--- config.mk ---
export PLATFORM = sky130hd
export DESIGN_NAME = hcf_mul
export DESIGN_NICKNAME = d
export VERILOG_FILES = /design/src/design/hcf_mul.sv
export SDC_FILE = /design/constraint.sdc
export NUM_CORES = 2
export LEC_CHECK = 0
export BUFFER_PORTS_ARGS = -buffer_cell sky130_fd_sc_hd__buf_4
export CORE_ASPECT_RATIO = 2
export CORE_MARGIN = 8
export CORE_UTILIZATION = 47
export CTS_CLUSTER_SIZE = 10
export DETAILED_ROUTE_END_ITERATION = 10
export PLACE_DENSITY_LB_ADDON = 0.12
export SLEW_MARGIN = 10
export SYNTH_ARGS = -nofsm -noshare
export SYNTH_HDL_FRONTEND = slang
export SYNTH_SLANG_ARGS = --single-unit
--- constraint.sdc ---
create_clock -name i_clk -period 22.2 [get_ports i_clk]
set_input_delay 1.11 -clock i_clk [delete_from_list [all_inputs] [get_ports i_clk]]
set_output_delay 1.11 -clock i_clk [all_outputs]
set_load 0.02 [all_outputs]
--- src/design/hcf_mul.sv ---
module hcf_mul #(
    parameter int AW = 32,
    parameter int BW = 32
) (
    input  logic              i_clk,
    input  logic [AW-1:0]     i_a,
    input  logic [BW-1:0]     i_b,
    output logic [AW+BW-1:0]  o_p
);

    logic [63:0]      a64;
    logic [63:0]      b64;
    logic [63:0]      r_ll;
    logic [63:0]      r_lh;
    logic [63:0]      r_hl;
    logic [63:0]      r_hh;
    logic [127:0]     n_sum;
    logic [AW+BW-1:0] r_p;

    assign a64 = 64'(i_a);
    assign b64 = 64'(i_b);

    // First stage forms four 32x32 partial products, second stage adds them.
    always_ff @(posedge i_clk) begin
        r_ll <= a64[31:0]  * b64[31:0];
        r_lh <= a64[31:0]  * b64[63:32];
        r_hl <= a64[63:32] * b64[31:0];
        r_hh <= a64[63:32] * b64[63:32];
    end

    assign n_sum = 128'(r_ll) + (128'(r_lh) << 32) + (128'(r_hl) << 32) + (128'(r_hh) << 64);

    always_ff @(posedge i_clk) begin
        r_p <= n_sum[AW+BW-1:0];
    end

    assign o_p = r_p;

endmodule

==> key figures <==
Global routing
  – GRT overflow: 0
  – Antenna violations before repair: 5
  – Largest net degree at the start of global routing: 33
  – Global-route wire length before repair: 171000 microns
  – Total track usage: 0.275
  – Vias in the first global route: 29100

Detailed routing
  – Initial DRT Pass Iterations: 5
  – WL final: 112000 microns
  – DRC violations left: 0
  – Vias post-DR: 25500
  – Detail Route Antenna Nets: 0
  – Via density: 5.37
  – DR iter-0 viols: 1145
  – Wirelength per Cell: 23.6 microns

Critical path
  – Top cell family by delay on the critical path: adder cells
  – CP Data Arrival Time: 9.44 ns
  – Worst Setup Path Type: in -> reg
  – Req. time, crit path: 22.58 ns
  – Crit start category: input pin
  – Crit path buf inv count: 5
  – CP endpoint kind: flip-flop
  – CP max stage delay: 0.62 ns
  – CP Max Fanout: 32
  – Crit path max-delay cell type: fa_1
  – Crit-path most repeated cell: fa_1

Logic synthesis
  – Synth area leader: fa_1
  – Post-synth top area share: 0.501
  – Yosys warns: 0
  – Primary FF master, synth: dfxtp_1
  – Mux contribution to synthesized area: 0.000279
  – Post-synthesis compound-gate area fraction: 0.0371
  – Synth Area in Simple Gates: 0.168
  – Syn_nets: 5015
  – EDFF count, synth: 0
  – Adder-cell area share of the yosys netlist: 0.593
  – Post-Synth XOR/XNOR Area: 0.0152
  – Mapped Cells: 3791
  – Cell variety after synth: 71
  – Mean Syn Cell Area: 9.45 sq um
  – Seq/Total Area, Yosys: 0.0715
  – Yosys reg bits: 128
  – Synth area leaders: fa_1 50%, and2_1 10%, ha_1 9.2%
  – Largest family of logic cells by synthesized area: adder cells
  – Post-synth ARST share: 0
  – Syn Std Cell Area: 35800 sq um

STA
  – Setup Skew: 0.0203 ns
  – Slew HR: 0.205
  – Final hold vios: 0
  – Worst slew pin tran: 1.18 ns
  – Fmax: 0.110 GHz
  – Post-route clock period utilization: 0.408
  – Max Slew Vio Count: 0
  – RSZ-0062 raised after global routing: no
  – Hold slack final: 0.324 ns
  – Min Tclk post-route: 9.07 ns
  – Setup TNS: 0 ns
  – Final setup fails: 0

Outcome
  – Status: finished, final reports clean

Clock tree
  – Clk_lat worst skew: 0.51 ns
  – H-tree lvl count: 4
  – CTS Buf Count: 17
  – Post-CTS resize count: 0
  – Clk root buf: clkbuf_16
  – Clock transition at path regs: 0.07 ns
  – CTS tree: yes
  – CTS sink count: 128
  – Clock Tree Buf Depth: 2
  – Setup bufs post-CTS: 0
  – Hold-fix buffers, CTS: 0

Die
  – DIE WIDTH: 211 microns
  – Die area: 85800 sq um
  – Height of the die: 406 microns
  – # IOs: 129
  – Std-Cell Rows: 143
  – Core Region: 75700 sq um
  – Starting Density: 0.473

Cells and area
  – Area grow syn2layout: 5.47%
  – Layout cells sized above 1: 0.0481
  – Commonest non-fill, non-tap cell in the layout: fa_1
  – Commonest cells after routing, fill and taps aside: 896 x fa_1, 861 x inv_1, 599 x and2_1, 473 x nand2_1, 263 x ha_1
  – FILL cells: 7272
  – Design Area, Final: 37800 sq um
  – Nets: 4950

Placement
  – GPL Wtd Cong: 0.908
  – Placed Instance Area: 37200 sq um
  – Port bufs: 128
  – Post-detail-place hpwl: 89900 microns

Min path
  – Min-delay worst type: reg -> reg

Flow run
  – Max-Cap Viols: 0
-- sequential cells by signal, summed over array words and instances (netlist names) --
| register | count |
|---|---|
| o_p | 64 |
| r_ll | 64 |
-- worst paths after layout --
| kind | from | endpoint | slack [ns] | depth (start not counted) |
|---|---|---|---|---|
| setup / recovery | i_b[17] | r_ll[60]$_DFF_P_ | 13.14 | 25 |
| hold / removal | r_ll[6]$_DFF_P_ | o_p[6]$_DFF_P_ | 0.32 | 0 |
| setup reg to reg | r_ll[60]$_DFF_P_ | o_p[60]$_DFF_P_ | 21.75 | 0 |
| hold reg to reg | r_ll[6]$_DFF_P_ | o_p[6]$_DFF_P_ | 0.32 | 0 |
-- metrics by stage --
stage | utilization | worst slack, ns | instances
after CTS | 0.499 | 13.19 | 4754
after global routing | 0.499 | 12.92 | 4754
after detailed placement | 0.491 | 12.64 | 4722
after floorplan | - | 13.91 | 3791
after global placement | 0.491 | 12.68 | 4722
final | 0.499 | 13.14 | 4756
-- cell usage after synthesis, types with 3 or more instances --
master    instances
clkbuf_8          3
xor2_1           27
ha_1            263
o21bai_1          9
nor2b_1           3
inv_1           861
xnor2_1          35
dfxtp_1         128
nand2b_1          3
nor2_1           31
and3_1            8
nand3_1          10
nand4_1          18
a21oi_1          65
buf_4             4
nand2_1         473
a31oi_1          15
fa_1            896
nor3_1            7
clkbuf_1        204
o21a_1            4
a21o_1           32
a211oi_1          4
and2_1          599
o21ai_0          36
o21ai_1           4
-- cells by family (layout without fill, tap and decap cells) --
logic type | after synthesis | count (layout)
adder cells (fa/ha/maj) | 1159 | 1159
buffers and inverters | 1075 | 1023
multiplexers | 1 | 1
flip-flops | 128 | 128
other | 0 | 2
XOR/XNOR | 62 | 62
AND/OR/NAND/NOR | 1164 | 1164
AO/OA/AOI/OAI | 202 | 202
-- routing by layer --
layer	share of wire	vias to the layer above	track usage	wire, microns
li1	-	10800	-	-
met1	0.28	13400	0.238	31800
met2	0.56	838	0.522	62900
met3	0.039	438	0.0341	4390
met4	0.12	2	0.272	13100
met5	0.00012	-	0	13
-- layout make-up --
cell class	instances	area, sq um	area share
well taps	1015	1270	0.0336
inverters	861	3230	0.0856
flip-flops and latches	128	2560	0.0678
multi-input cells	2588	29100	0.771
clock buffers	21	470	0.0125
repair buffers	130	976	0.0258
clock inverters	11	128	0.00338
diodes	2	5.00	0.000132
Power is not shown: default switching activity piles up to over one toggle a cycle in this logic, so the estimate is an artifact.
